==> config.mk <==
export PLATFORM = sky130hd
export DESIGN_NAME = hri_digit
export DESIGN_NICKNAME = d
export VERILOG_FILES = /design/src/design/hri_pkg.sv /design/src/design/hri_digit.sv
export SDC_FILE = /design/constraint.sdc
export NUM_CORES = 2
export LEC_CHECK = 0
export BUFFER_PORTS_ARGS = -buffer_cell sky130_fd_sc_hd__buf_2
export CORE_MARGIN = 5
export CORE_UTILIZATION = 45
export CTS_CLUSTER_DIAMETER = 200
export DETAILED_ROUTE_END_ITERATION = 16
export GPL_TIMING_DRIVEN = 0
export PLACE_DENSITY = 0.67
export SYNTH_ARGS = -nofsm -noshare
export SYNTH_HDL_FRONTEND = slang
export SYNTH_SLANG_ARGS = --single-unit
==> constraint.sdc <==
create_clock -name aclk -period 12.1 [get_ports aclk]
set_input_delay 1.815 -clock aclk [delete_from_list [all_inputs] [get_ports aclk]]
set_output_delay 1.815 -clock aclk [all_outputs]
set_load 0.05 [all_outputs]
==> src/design/hri_pkg.sv <==
// Package for the Halton radical inverse unit.
// Holds default sizes, register constants and the sequencer state type.
// No dependencies.
package hri_pkg;

    localparam int DEF_INDEX_WIDTH   = 32;
    localparam int DEF_FRACTION_BITS = 32;

    localparam int RADIX_WIDTH = 8;
    localparam int RESULT_WIDTH = 32;
    localparam int SAMPLE_WIDTH = 32;

    localparam logic [RADIX_WIDTH-1:0] RADIX_RESET = 8'd2;
    localparam logic [RADIX_WIDTH-1:0] RADIX_MIN   = 8'd2;

    // Weight sequencer states, one-hot.
    typedef enum logic [1:0] {
        SEQ_IDLE = 2'b01,
        SEQ_DIV  = 2'b10
    } seq_state_t;

endpackage

==> src/design/hri_digit.sv <==
// One digit of the radical inverse in three register stages.
// Reciprocal multiply, back-multiply, then remainder correction. Depends on hri_pkg.
module hri_digit
    import hri_pkg::*;
#(
    parameter int INDEX_WIDTH   = DEF_INDEX_WIDTH,
    parameter int FRACTION_BITS = DEF_FRACTION_BITS
) (
    input  logic                     aclk,
    input  logic                     aresetn,
    input  logic                     adv,
    input  logic                     in_valid,
    input  logic [INDEX_WIDTH-1:0]   in_idx,
    input  logic [FRACTION_BITS-1:0] in_sum,
    input  logic [RADIX_WIDTH-1:0]   in_digit,
    input  logic [FRACTION_BITS-1:0] in_weight,
    input  logic [INDEX_WIDTH-1:0]   recip,
    input  logic [RADIX_WIDTH-1:0]   base,
    output logic                     out_valid,
    output logic [INDEX_WIDTH-1:0]   out_idx,
    output logic [FRACTION_BITS-1:0] out_sum,
    output logic [RADIX_WIDTH-1:0]   out_digit
);

    localparam int N = INDEX_WIDTH;
    localparam int F = FRACTION_BITS;

    logic           va_reg, vb_reg, vc_reg;
    logic [2*N-1:0] prod_a_reg;
    logic [N-1:0]   idx_a_reg, idx_b_reg, q0_b_reg, qb_b_reg, q_c_reg;
    logic [F-1:0]   sum_a_reg, sum_b_reg, sum_c_reg;
    logic [RADIX_WIDTH-1:0] r_c_reg;

    logic [N-1:0]   q0;
    logic [N-1:0]   r0;
    logic           over;

    assign q0   = prod_a_reg[2*N-1:N];
    assign r0   = idx_b_reg - qb_b_reg;
    assign over = r0 >= N'(base);

    // Valid bits travel with the data.
    always_ff @(posedge aclk) begin
        if (!aresetn) begin
            va_reg <= 1'b0;
            vb_reg <= 1'b0;
            vc_reg <= 1'b0;
        end else if (adv) begin
            va_reg <= in_valid;
            vb_reg <= va_reg;
            vc_reg <= vb_reg;
        end
    end

    // Stage a: quotient estimate, and the previous digit's contribution is added.
    // Stage b: back-multiply the estimate by the base.
    // Stage c: the estimate is at most one short; one compare fixes it.
    always_ff @(posedge aclk) begin
        if (adv) begin
            prod_a_reg <= (2*N)'(in_idx) * (2*N)'(recip);
            idx_a_reg  <= in_idx;
            sum_a_reg  <= in_sum + F'(in_weight * in_digit);

            q0_b_reg   <= q0;
            qb_b_reg   <= N'(q0 * N'(base));
            idx_b_reg  <= idx_a_reg;
            sum_b_reg  <= sum_a_reg;

            q_c_reg    <= over ? q0_b_reg + N'(1) : q0_b_reg;
            r_c_reg    <= over ? RADIX_WIDTH'(r0 - N'(base)) : RADIX_WIDTH'(r0);
            sum_c_reg  <= sum_b_reg;
        end
    end

    assign out_valid = vc_reg;
    assign out_idx   = q_c_reg;
    assign out_sum   = sum_c_reg;
    assign out_digit = r_c_reg;

endmodule

# Word level (Yosys, flattened, before mapping)
# Index checks and enable logic that the tools add are counted.
[op_classes]
n_mux = 2
mul = 3
n_addsub = 4
order_cmp = 1
[op_table]
columns = ["cell", "n"]
rows = [
  ["multiplier 32 x 32 -> 64 bit", 1],
  ["multiplier 32 x 8 -> 32 bit", 2],
  ["adder 32 x 1 -> 32 bit (second input constant)", 1],
  ["adder 32 bit", 1],
  [">= comparator 32 x 8 -> 1 bit", 1],
  ["2-to-1 mux 32 bit", 1],
  ["subtractor 32 bit", 1],
  ["2-to-1 mux 8 bit", 1],
  ["subtractor 8 bit", 1],
]
[totals]
ff_bits = 331
input_bits = 148
elab_cells = 23

# Depth between registers and ports, before layout
[logic_depth]
word_depth = 3
depth_mapped = 27
ltp_nobuf = 26

# Worst setup path before layout
# No wires, ideal clock.
[synth_path]
kind = "input -> register"
start = "input recip[17]"
end = "register prod_a_reg[56], data pin"
setup_time_ns = 0.260
arrival_ns = 8.751
n_path_buf = 1
path_stages = 25
t_required_ns = 11.840
path_slack_ns = 3.089
cell_sequence = "clkbuf_1 and2_1 fa_1 inv_1 fa_1 inv_1 fa_1 inv_1 fa_1 inv_1 fa_1 fa_1 fa_1 fa_1 ha_1 and4_1 nand3_1 or4_1 a2111oi_4 o2111ai_1 a21oi_1 nor4_1 o21bai_2 a31oi_1 xnor2_1"
[synth_via]
elab_chain_len = 1
[synth_rtl]
columns = ["item", "line", "text"]
rows = [
  ["from (decl)", "hri_digit.sv:17", "input logic [INDEX_WIDTH-1:0] recip,"],
  ["multiplier 32 x 32 -> 64 bit", "hri_digit.sv:60", "prod_a_reg <= (2*N)'(in_idx) * (2*N)'(recip);"],
  ["to (signal assigned)", "hri_digit.sv:60", ""],
  ["to (decl)", "hri_digit.sv:29", "logic [2*N-1:0] prod_a_reg;"],
]
# Every way passes these cells.
# A chain may end at the register's enable or synchronous reset.

# Final worst setup path
[layout_path]
start = "input recip[9]"
end = "register prod_a_reg[57], data pin"
# Same word-level chain as after synthesis.

==> flow_summary.json <==
{
  "status": "finished clean",
  "wl_met3_mm": 19.4,
  "grt_pass1_vias": 44700,
  "regToRegSetupSlack_ns": 6.07,
  "overflow": 0,
  "grt_max_degree": 131,
  "cp-startpoint": "recip[9]",
  "yosysSeqAreaShare_pct": 15.6,
  "drv.max_cap_violation_count": 0,
  "synth_top_area_share_pct": 43.1,
  "die_y_um": 368,
  "syn2layout_area_growth_pct": 7.56,
  "cts_root_buf": "clkbuf_16",
  "cts_hold_buf": 0,
  "wl_met1_mm": 73.9,
  "endpoint_kind": "flip-flop",
  "drtIter0Drc": 3515,
  "die_w_um": 368,
  "path_clk_slew_ns": 0.07,
  "hpwlAfterDp_mm": 150,
  "synth_edf_count": 296,
  "post_drt_via_cell_ratio": 5.36,
  "top_layer": "met5",
  "start_util_pct": 45.2,
  "cts_max_path_buffers": 3,
  "fin_skew_ns": 0.0312,
  "cts_buffers": 31,
  "drive_gt1_share_pct": 4.95,
  "cts_tree": "done",
  "synthTopCellsByArea": "fa_1, edfxtp_1, and2_1",
  "fillers": 11800,
  "syn-cell-area_sq_um": 57500,
  "arrival_ns": 11.27,
  "syn_nets": 7558,
  "yosysUniqueCellTypes": 76,
  "die_area_sq_um": 135000,
  "clock_sinks": 299,
  "final_common_cell": "fa_1",
  "worst_pin_slew_ns": 1.47,
  "hp-class": "reg -> reg",
  "crit_required_ns": 12.49,
  "gp_congestion": 1.02,
  "crit_slowest_cell": "clkbuf_1",
  "io-pin-count": 221,
  "ys_ff_latch": 299,
  "setup_viol_count_final": 0,
  "routedWlPerCell_um": 23.7,
  "fin_util_pct": 48.6,
  "final_nets": 7808,
  "slew_headroom_pct": 1.85,
  "ctsResizeCount": 0,
  "holdCritStartpoint": "idx_a_reg[5]",
  "period_share_pct": 89.9,
  "htree_levels": 1,
  "max_freq_mhz": 91.9,
  "rows": 131,
  "hold_viol_final": 0,
  "rsz0062_at_grt": "no",
  "grt_pass1_wl_mm": 278,
  "startpoint_type": "input pin",
  "cp_slowest_stage_delay_ns": 1.03,
  "synth_ff_type": "edfxtp_1",
  "wl_met2_mm": 80.2,
  "final_cell_mix": "fa_1, inv_1, and2_1, nand2_1, ha_1",
  "drc": 0,
  "synth_warnings": 0,
  "crit_fanout": 12,
  "synthesis.instances": 5790,
  "drv_slew": 0,
  "syn-mean-instance-area_sq_um": 9.94,
  "firstDrtPassIters": 5,
  "insertion_delay_ns": 0.62,
  "synth_top_cell_by_area": "fa_1",
  "coreArea_sq_um": 127000,
  "drtAntennaViolNets": 0,
  "crit_chain": "buf_2, clkbuf_1, and2_1, fa_1, fa_1, inv_1, fa_1, fa_1, inv_1, fa_1, fa_1, fa_1, fa_1, ha_1, and4_1, nand3_1, or4_1, a2111oi_4, o2111ai_1, a21oi_1, nor4_1, o21bai_2, mux2i_1, a211oi_1",
  "port_buffers": 214,
  "routed_wirelength_mm": 183,
  "path_common_cell": "fa_1",
  "antenna_found_initial": 14,
  "r2r-start": "prod_a_reg[42]",
  "tns_ns": 0,
  "fin_crit_ns": 10.88,
  "grt_usage_pct": 27.4,
  "async_reset_ff_share_pct": 0,
  "cts_post_setup_buffers_inserted": 0,
  "critPathKind": "in -> reg",
  "vias": 41500
}
==> per-stage QoR <==
stage               hold slack (ns)  setup WS [ns]  area (sq um)  std cells
floorplan                     0.400           3.09         57500       5790
global placement              0.400          0.436         60700       7666
detailed placement            0.405          0.817         60700       7669
CTS                           0.420           1.43         61900       7727
global route                  0.422           1.01         61900       7730
finish                        0.416           1.22         61900       7736
==> critical path, delay by kind of cell <==
family / cells / cell delay, ns
adders and majority gates: 9 / 4.40
buffers and inverters: 4 / 1.38
and+or+nand+nor: 5 / 1.62
muxes: 1 / 0.13
AOI/OAI and AO/OA: 5 / 1.90
==> cell type report <==
type / instances / area [sq um] / share of cell area, %
repair buffers: 217 / 1140 / 1.85
inverters: 1237 / 4640 / 7.50
clock buffers: 32 / 779 / 1.26
plain buffers: 264 / 1010 / 1.63
clock inverters: 26 / 322 / 0.520
diodes: 9 / 22.5 / 0.0364
flip-flops and latches: 299 / 8950 / 14.5
well taps: 1662 / 2080 / 3.36
multi-input cells: 3990 / 42900 / 69.4
==> cell usage after synthesis (7+ instances only) <==
library cell and n:
nand2b_1 15, nor2b_1 28, xnor2_1 113, a31oi_1 9, edfxtp_1 296, o21ai_0 56, and3_1 30, nor2_1 75
o211ai_1 10, nand3_1 39, nand4_1 29, nor3_1 27, mux2_4 7, and4_1 8, a21o_1 44, xor2_1 38
and2_1 798, o21a_1 23, fa_1 1239, inv_1 1237, mux2i_1 8, nand2_1 755, a21oi_1 111, ha_1 381
o21bai_1 17, clkbuf_1 256, a211oi_1 22
==> final timing paths <==
path	to	depth (start not counted)
max	prod_a_reg[57]	24
min	idx_b_reg[5]	0
max reg2reg	qb_b_reg[30]	17
min reg2reg	idx_b_reg[5]	0
==> metal layers <==
metal	vias up	global-route usage [%]
met5	-	0
met4	2	11.7
met3	410	7.59
met2	1982	42.5
met1	21200	36.4
li1	17900	-
==> kinds of logic (layout without fill, tap and decap cells) <==
kind of cell             Yosys count  count (layout)  share of synthesized area (%)
AND/OR/NAND/NOR                 1834            1834                           16.3
other                              0               9                              0
multiplexers                      17              17                          0.361
adder cells (fa/ha/maj)         1620            1620                           51.4
buffers and inverters           1501            1776                           9.82
AO/OA/AOI/OAI                    368             368                           4.29
XOR/XNOR                         151             151                           2.30
flip-flops                       299             299                           15.6
Power is left out: the tool's default activity adds up to more than one toggle a clock period on the data nets, which glitch-free logic cannot reach.
