==> src/design/hri_pkg.sv <==
// Package for the Halton radical inverse unit.
// Holds default sizes, register constants and the sequencer state type.
// No dependencies.
package hri_pkg;

    localparam int DEF_INDEX_WIDTH   = 32;
    localparam int DEF_FRACTION_BITS = 32;

    localparam int RADIX_WIDTH = 8;
    localparam int RESULT_WIDTH = 32;
    localparam int SAMPLE_WIDTH = 32;

    localparam logic [RADIX_WIDTH-1:0] RADIX_RESET = 8'd2;
    localparam logic [RADIX_WIDTH-1:0] RADIX_MIN   = 8'd2;

    // Weight sequencer states, one-hot.
    typedef enum logic [1:0] {
        SEQ_IDLE = 2'b01,
        SEQ_DIV  = 2'b10
    } seq_state_t;

endpackage

==> src/design/hri_weight_seq.sv <==
// Weight and reciprocal sequencer for the Halton radical inverse unit.
// A bit-serial divider builds floor(2^N/b) and the weight table floor(2^F/b^k).
// Depends on hri_pkg.
module hri_weight_seq
    import hri_pkg::*;
#(
    parameter int INDEX_WIDTH   = DEF_INDEX_WIDTH,
    parameter int FRACTION_BITS = DEF_FRACTION_BITS
) (
    input  logic                     aclk,
    input  logic                     aresetn,
    input  logic                     cfg_we,
    input  logic [RADIX_WIDTH-1:0]   cfg_wdata,
    output logic                     busy,
    output logic [RADIX_WIDTH-1:0]   base,
    output logic [INDEX_WIDTH-1:0]   recip,
    output logic [FRACTION_BITS-1:0] weight [INDEX_WIDTH]
);

    localparam int N  = INDEX_WIDTH;
    localparam int F  = FRACTION_BITS;
    localparam int D  = INDEX_WIDTH;
    localparam int W  = ((F > N) ? F : N) + 1;
    localparam int SW = $clog2(D + 1);
    localparam int DW = $clog2(D);
    localparam int CW = $clog2(W);

    seq_state_t             state_reg;
    logic [RADIX_WIDTH-1:0] base_reg;
    logic [SW-1:0]          step_reg;
    logic [CW-1:0]          bit_reg;
    logic [W-1:0]           num_reg;
    logic [W-1:0]           quo_reg;
    logic [RADIX_WIDTH-1:0] rem_reg;
    logic [N-1:0]           recip_reg;
    logic [F-1:0]           weight_reg [D];

    logic [RADIX_WIDTH:0]   trial;
    logic                   fits;
    logic [RADIX_WIDTH-1:0] rem_next;
    logic [W-1:0]           quo_next;
    logic [SW-1:0]          wr_step;
    logic [DW-1:0]          wr_idx;
    logic [RADIX_WIDTH-1:0] cfg_sat;

    // One restoring division step per cycle.
    assign trial    = {rem_reg, num_reg[W-1]};
    assign fits     = trial >= {1'b0, base_reg};
    assign rem_next = fits ? RADIX_WIDTH'(trial - {1'b0, base_reg})
                           : trial[RADIX_WIDTH-1:0];
    assign quo_next = {quo_reg[W-2:0], fits};
    assign wr_step  = step_reg - SW'(1);
    assign wr_idx   = wr_step[DW-1:0];
    assign cfg_sat  = (cfg_wdata < RADIX_MIN) ? RADIX_MIN : cfg_wdata;

    // Sequencer: step zero yields the reciprocal, later steps the weights.
    always_ff @(posedge aclk) begin
        if (!aresetn) begin
            state_reg <= SEQ_DIV;
            base_reg  <= RADIX_RESET;
            step_reg  <= '0;
            bit_reg   <= '0;
            num_reg   <= W'(1) << N;
            quo_reg   <= '0;
            rem_reg   <= '0;
        end else if (cfg_we) begin
            state_reg <= SEQ_DIV;
            base_reg  <= cfg_sat;
            step_reg  <= '0;
            bit_reg   <= '0;
            num_reg   <= W'(1) << N;
            quo_reg   <= '0;
            rem_reg   <= '0;
        end else begin
            case (state_reg)
                SEQ_DIV: begin
                    if (bit_reg == CW'(W - 1)) begin
                        if (step_reg == '0) begin
                            recip_reg <= quo_next[N-1:0];
                            num_reg   <= W'(1) << F;
                        end else begin
                            weight_reg[wr_idx] <= quo_next[F-1:0];
                            num_reg            <= W'(quo_next[F-1:0]);
                        end
                        if (step_reg == SW'(D)) begin
                            state_reg <= SEQ_IDLE;
                        end
                        step_reg <= step_reg + SW'(1);
                        bit_reg  <= '0;
                        quo_reg  <= '0;
                        rem_reg  <= '0;
                    end else begin
                        bit_reg <= bit_reg + CW'(1);
                        num_reg <= {num_reg[W-2:0], 1'b0};
                        quo_reg <= quo_next;
                        rem_reg <= rem_next;
                    end
                end
                default: begin
                    state_reg <= SEQ_IDLE;
                end
            endcase
        end
    end

    assign busy   = (state_reg == SEQ_DIV);
    assign base   = base_reg;
    assign recip  = recip_reg;
    assign weight = weight_reg;

endmodule

==> config.mk <==
export PLATFORM = sky130hd
export DESIGN_NAME = hri_weight_seq
export DESIGN_NICKNAME = d
export VERILOG_FILES = /design/src/design/hri_pkg.sv /design/src/design/hri_weight_seq.sv
export SDC_FILE = /design/constraint.sdc
export NUM_CORES = 1
export LEC_CHECK = 0
export ABC_AREA = 1
export BUFFER_PORTS_ARGS = -buffer_cell sky130_fd_sc_hd__buf_4
export CORE_AREA = 2 2 423 425
export CTS_CLUSTER_SIZE = 16
export DETAILED_ROUTE_END_ITERATION = 7
export DIE_AREA = 0 0 425 427
export PLACE_DENSITY = 0.42
export SLEW_MARGIN = 15
export SYNTH_ARGS = -nofsm -noshare
export SYNTH_HDL_FRONTEND = slang
export SYNTH_SLANG_ARGS = --single-unit
==> constraint.sdc <==
create_clock -name aclk -period 4.5 [get_ports aclk]
set_input_delay 1.125 -clock aclk [delete_from_list [all_inputs] [get_ports aclk]]
set_output_delay 1.125 -clock aclk [all_outputs]
set_load 0.005 [all_outputs]
# Word level (Yosys, flattened, before mapping)
# Index checks and enable logic that the tools add are counted.
word_totals:
  regBits: 1150
  latchBits: 0
  mem_bits_rw: 0
  romBits: 0
  in_bits: 11
  mem_count: 0
op_classes:
  n_addsub: 4
  mul: 0
  div_mod_pow: 0
  magnitude_cmp: 4
  n_eq_ne: 5
  shifts: 0
  n_mux: 13
  bitwise: 4
  reduce_logical: 7
ops:
  columns: ["operator", "n"]
  rows:
  - ["bitwise mux 1024 bit", 1]
  - ["demux 32 bit (select 5 bit)", 1]
  - ["two-way mux 33 bit", 2]
  - ["two-way mux 32 bit", 1]
  - ["two-way mux 31 bit", 1]
  - ["two-way mux 8 bit", 3]
  - ["adder 6 x 1 -> 6 bit, second input constant", 2]
  - ["equality test 6 bit, second input constant", 2]
  - ["AND reduction 5 bit", 2]
  - [">= comparator 9 x 8 -> 1 bit", 1]
  - ["less-than comparator 8 x 2 -> 1 bit, second input constant", 1]
  - ["subtractor 8 bit", 1]
  - [">= comparator 6 bit, second input constant", 1]
  - ["logical NOT 6 bit", 1]
  - ["less-than comparator 6 x 1 -> 1 bit, second input constant", 1]
  - ["two-way mux 2 bit", 3]
  - ["two-way mux 6 bit", 1]
  - ["NOT 5 -> 6 bit", 1]
  - ["subtractor 5 x 1 -> 5 bit, second input constant", 1]
  - ["!= test 2 x 1 -> 1 bit, second input constant", 2]
  - ["AND reduction 2 bit", 2]
  - ["NOT 1 bit", 3]
  - ["equality test 2 bit, second input constant", 1]
  - ["OR reduction 2 bit", 1]
  - ["logical AND 1 bit", 1]

# Longest topological paths before layout
logic_depth:
  ltp_word: 7
  ltp_mapped: 13
  depth_no_buf: 13

# Worst setup path before layout
# Ideal clock, no wire load.
synth_path:
  path_type: "input -> register"
  startpoint: "input aresetn"
  endpoint: "register weight_reg (netlist bit weight[0]), enable pin"
  arrival_ps: 3041
  required_time_ps: 4079
  path_slack_ps: 1038
  stages: 6
  n_path_buf: 0
  cell_sequence: "inv_2 -> nor2_4 -> inv_2 -> nor2_8 -> nand2_4 -> nor2_1"
synth_between:
  elab_chain_cells: 1
synth_lines:
  columns: ["element", "line", "source"]
  rows:
  - ["start: declaration", "hri_weight_seq.sv:11", "input logic aresetn,"]
  - ["AND reduction 5 bit (no line)", null, null]
  - ["end signal: indexed assignment", "hri_weight_seq.sv:82", "weight_reg[wr_idx] <= quo_next[F-1:0];"]
  - ["end: declaration", "hri_weight_seq.sv:36", "logic [F-1:0] weight_reg [D];"]
# Every way passes these cells.
# A chain may end at the register's enable or synchronous reset.

# Worst setup path after layout
layout_path:
  startpoint: "register step_reg[0]"
  endpoint: "register weight_reg (netlist bit weight[325]), enable pin"
layout_between:
  elab_chain_cells: 3
layout_lines:
  columns: ["element", "line", "source"]
  rows:
  - ["start: declaration", "hri_weight_seq.sv:30", "logic [SW-1:0] step_reg;"]
  - ["start signal: assignment", "hri_weight_seq.sv:88", "step_reg <= step_reg + SW'(1);"]
  - ["logical NOT 6 bit", "hri_weight_seq.sv:78", "if (step_reg == '0) begin"]
  - ["NOT 1 bit (no line)", null, null]
  - ["AND reduction 5 bit (no line)", null, null]
# Every way passes these cells.

==> run summary <==
Nets: 2924
Reg2reg start: step_reg[0]$_SDFFE_PP0P_
Vias in the first global route: 19600
Tmin final: 3320 ps
Req. time, crit path: 4950 ps
Static leakage: 19.0 nW
Sw Ratio: 23.2%
Net Sw Power: 5.31 mW
Worst vdd ir: 0.000516 V
Slew headroom: 29.7%
Root Buffer: clkbuf_16
Setup TNS: 0 ps
DRT iter0 DRCs: 1744
Worst skew pair latency: 780 ps
CTS Sinks: 1150
Mapped Nets: 1670
Power Internal: 17.6 mW
Layout fillers: 17700
Clock power frac: 43.5%
Critical path, cell by cell: inv_1 > ha_1 > nand3_1 > nor2_1 > inv_1 > nand2_4 > nor2_8 > nand2_4 > nor2_4 > buf_4
Synth-to-Final Area Change: 43.7%
Core Box Area: 177000 µm²
Htree depth: 4
Clk buf depth: 3
Postcts setup bufs: 0
Number of remaining DRC errors: 0
P per Cell Area: 441 nW/µm²
CTS Hold Buffers Added: 0
First-pass GRT wire length: 190000 µm
Share of cells above drive strength 1: 47.5%
Wire per inst: 28.2 µm
Synthesized flop and latch total: 1150
Pin count of the biggest net entering global routing: 69
PortBufs: 1075
Antenna violations before repair: 9
DIE AREA: 181000 µm²
Hold Path End: num_reg[0]$_SDFFE_PP0P_
Worst Setup Start Kind: flip-flop
WHS Path Cells: 2
Worst reg2reg endpoint: weight[325]$_DFFE_PP_
Synth unique cells: 37
Status: completed
WHS: 462 ps
Final Max Slew Viols: 0
Worst path bufs/invs: 3
Final Skew: 21.2 ps
Avg Cell Area, Syn: 22.0 µm²
Number of placed I/O pins: 1076
Fin. Hold Viols: 0
Period utilization: 73.8%
CTS tree: yes
TritonCTS Buffers: 130
Detailed Place HPWL: 102000 µm
Drt first pass iters: 5
Combinational share of power: 5.1%
Worst min-delay path category: reg -> reg
CP peak stage delay: 670 ps
Cells after Synth: 1642
Worst path slowest cell: nor2_4
Die X: 425 µm
Reg clk slew, reported paths: 60 ps
Max-Cap Viols: 0
Largest register FFs: 1024
Seq pwr share: 51.4%
WL final: 151000 µm
Ys Warns: 0
Chip height: 427 µm
PostCTS Resize Cnt: 0
DR vias: 20700
Seq/Total Area, Yosys: 92.8%
WS Path Type: reg -> reg
Initial Util: 20.4%
Worst setup EP type: flip-flop
Vias/cell: 3.86
Endpoints failing setup: 0
Hold path start: num_reg[0]$_SDFFE_PP0P_
Measured slew at the worst slew-check pin: 1050 ps
Commonest cells after routing, fill and taps aside: buf_4 (1134), edfxtp_1 (1056), nand2_1 (146)
Remaining global-route overflow: 0
Commonest non-fill, non-tap cell in the layout: buf_4
Placer Congestion: 0.776
Family with the most delay on the worst path: simple AND/OR/NAND/NOR gates
Largest fanout on the critical path: 31
Flop-to-flop setup slack: 1180 ps
Syn Std Cell Area: 36200 µm²
Arrival @ worst endpoint: 3770 ps
Worst R2R Path Depth: 10
Tot GR Track Use: 15.8%
Antenna Nets Post-Route: 0
RSZ-0062 raised after global routing: no
Row Count: 155
FMAX: 301 MHz
==> tightest hold or removal path, delay by kind of cell (launching register included) <==
kind	cells	cell delay, ps
flops	1	310
simple gates	2	110
==> power by group through the flow <==
stage	sequential [mW]	combinational (mW)	clock [mW]
after floorplan	12.0	0.596	0
after global placement	12.0	1.22	0
after detailed placement	12.0	1.20	0
after CTS	11.8	1.21	10.3
after global routing	11.8	1.30	10.6
final	11.8	1.17	9.96
==> cell type report <==
cell class	count	area (µm²)	share of cell area [%]
antenna	4	10.0	0.0192
clock buffer	152	3380	6.49
clock inverter	70	531	1.02
inverter	56	210	0.404
multi-input combinational	410	2520	4.85
sequential	1150	33600	64.6
tap	2355	2950	5.66
timing repair buffer	1148	8790	16.9
==> cells in the mapped netlist <==
| cell type | number | area (µm²) |
|---|---|---|
| nand3_2 | 2 | 20.0 |
| nand3_1 | 55 | 275 |
| nor2_4 | 2 | 22.5 |
| nand2_4 | 5 | 56.3 |
| dfxtp_1 | 94 | 1880 |
| fa_1 | 1 | 20.0 |
| nor2_8 | 2 | 40.0 |
| nand2_2 | 1 | 6.26 |
| a21oi_1 | 12 | 60.1 |
| nor2_2 | 3 | 18.8 |
| ha_1 | 16 | 200 |
| nor2_1 | 55 | 206 |
| nor4_1 | 1 | 6.26 |
| xor2_1 | 6 | 52.6 |
| nand4_1 | 6 | 37.5 |
| o211ai_2 | 10 | 125 |
| o211ai_1 | 21 | 158 |
| o31ai_1 | 1 | 7.51 |
| nor3_2 | 1 | 10.0 |
| nand2_1 | 146 | 548 |
| nor3_1 | 3 | 15.0 |
| buf_2 | 16 | 80.1 |
| o21ai_0 | 14 | 70.1 |
| or2_0 | 1 | 6.26 |
| a22o_1 | 1 | 8.76 |
| inv_2 | 4 | 15.0 |
| nor4_2 | 1 | 12.5 |
| clkbuf_1 | 7 | 26.3 |
| buf_1 | 3 | 11.3 |
| nand3b_1 | 5 | 37.5 |
| o22ai_1 | 33 | 206 |
| o21bai_1 | 1 | 7.51 |
| a22oi_1 | 1 | 7.51 |
| or2_2 | 1 | 6.26 |
| xnor2_1 | 3 | 26.3 |
| inv_1 | 52 | 195 |
| edfxtp_1 | 1056 | 31700 |
==> worst max path at each step <==
| stage | slack, ps | depth (start not counted) | to | from |
|---|---|---|---|---|
| global route | 930 | 10 | weight[328]$_DFFE_PP_ | step_reg[0]$_SDFFE_PP0P_ |
| global placement | 1190 | 7 | weight[326]$_DFFE_PP_ | cfg_we |
| detailed placement | 1160 | 7 | weight[324]$_DFFE_PP_ | cfg_we |
| finish | 1180 | 10 | weight[325]$_DFFE_PP_ | step_reg[0]$_SDFFE_PP0P_ |
| CTS | 1130 | 10 | weight[326]$_DFFE_PP_ | step_reg[0]$_SDFFE_PP0P_ |
| floorplan | 1040 | 6 | weight[0]$_DFFE_PP_ | aresetn |
==> layer usage <==
layer / vias up / share of wire, % / track usage (%)
li1: 8841 / - / -
met1: 10800 / 37 / 17.4
met2: 792 / 54 / 28.8
met3: 219 / 5.9 / 4.01
met4: 2 / 3.6 / 6.11
met5: - / 0.013 / 0
==> stage by stage <==
stage          utilization [%]  total power, mW  instances  area [µm²]  setup WS, ps
6_report                  29.3             22.9       5345       52000          1180
5_1_grt                   29.3             23.7       5341       52000           926
4_1_cts                   29.3             23.2       5341       52000          1130
3_5_place_dp              27.1             13.2       5119       48100          1160
3_3_place_gp              27.1             13.2       5119       48100          1190
2_1_floorplan                -             12.6       1642       36200          1040
==> cells by family (layout without fill, tap and decap cells) <==
kind of cell | after synthesis | after routing | synth area share, %
DFF | 1150 | 1150 | 92.8
AOI/OAI and AO/OA | 94 | 94 | 1.80
buffers and inverters | 82 | 1426 | 0.906
other | 0 | 4 | 0
and+or+nand+nor | 290 | 290 | 3.66
xor gates and xnor gates | 9 | 9 | 0.218
adders and majority gates | 17 | 17 | 0.608
(Power assumes the default switching activity.)
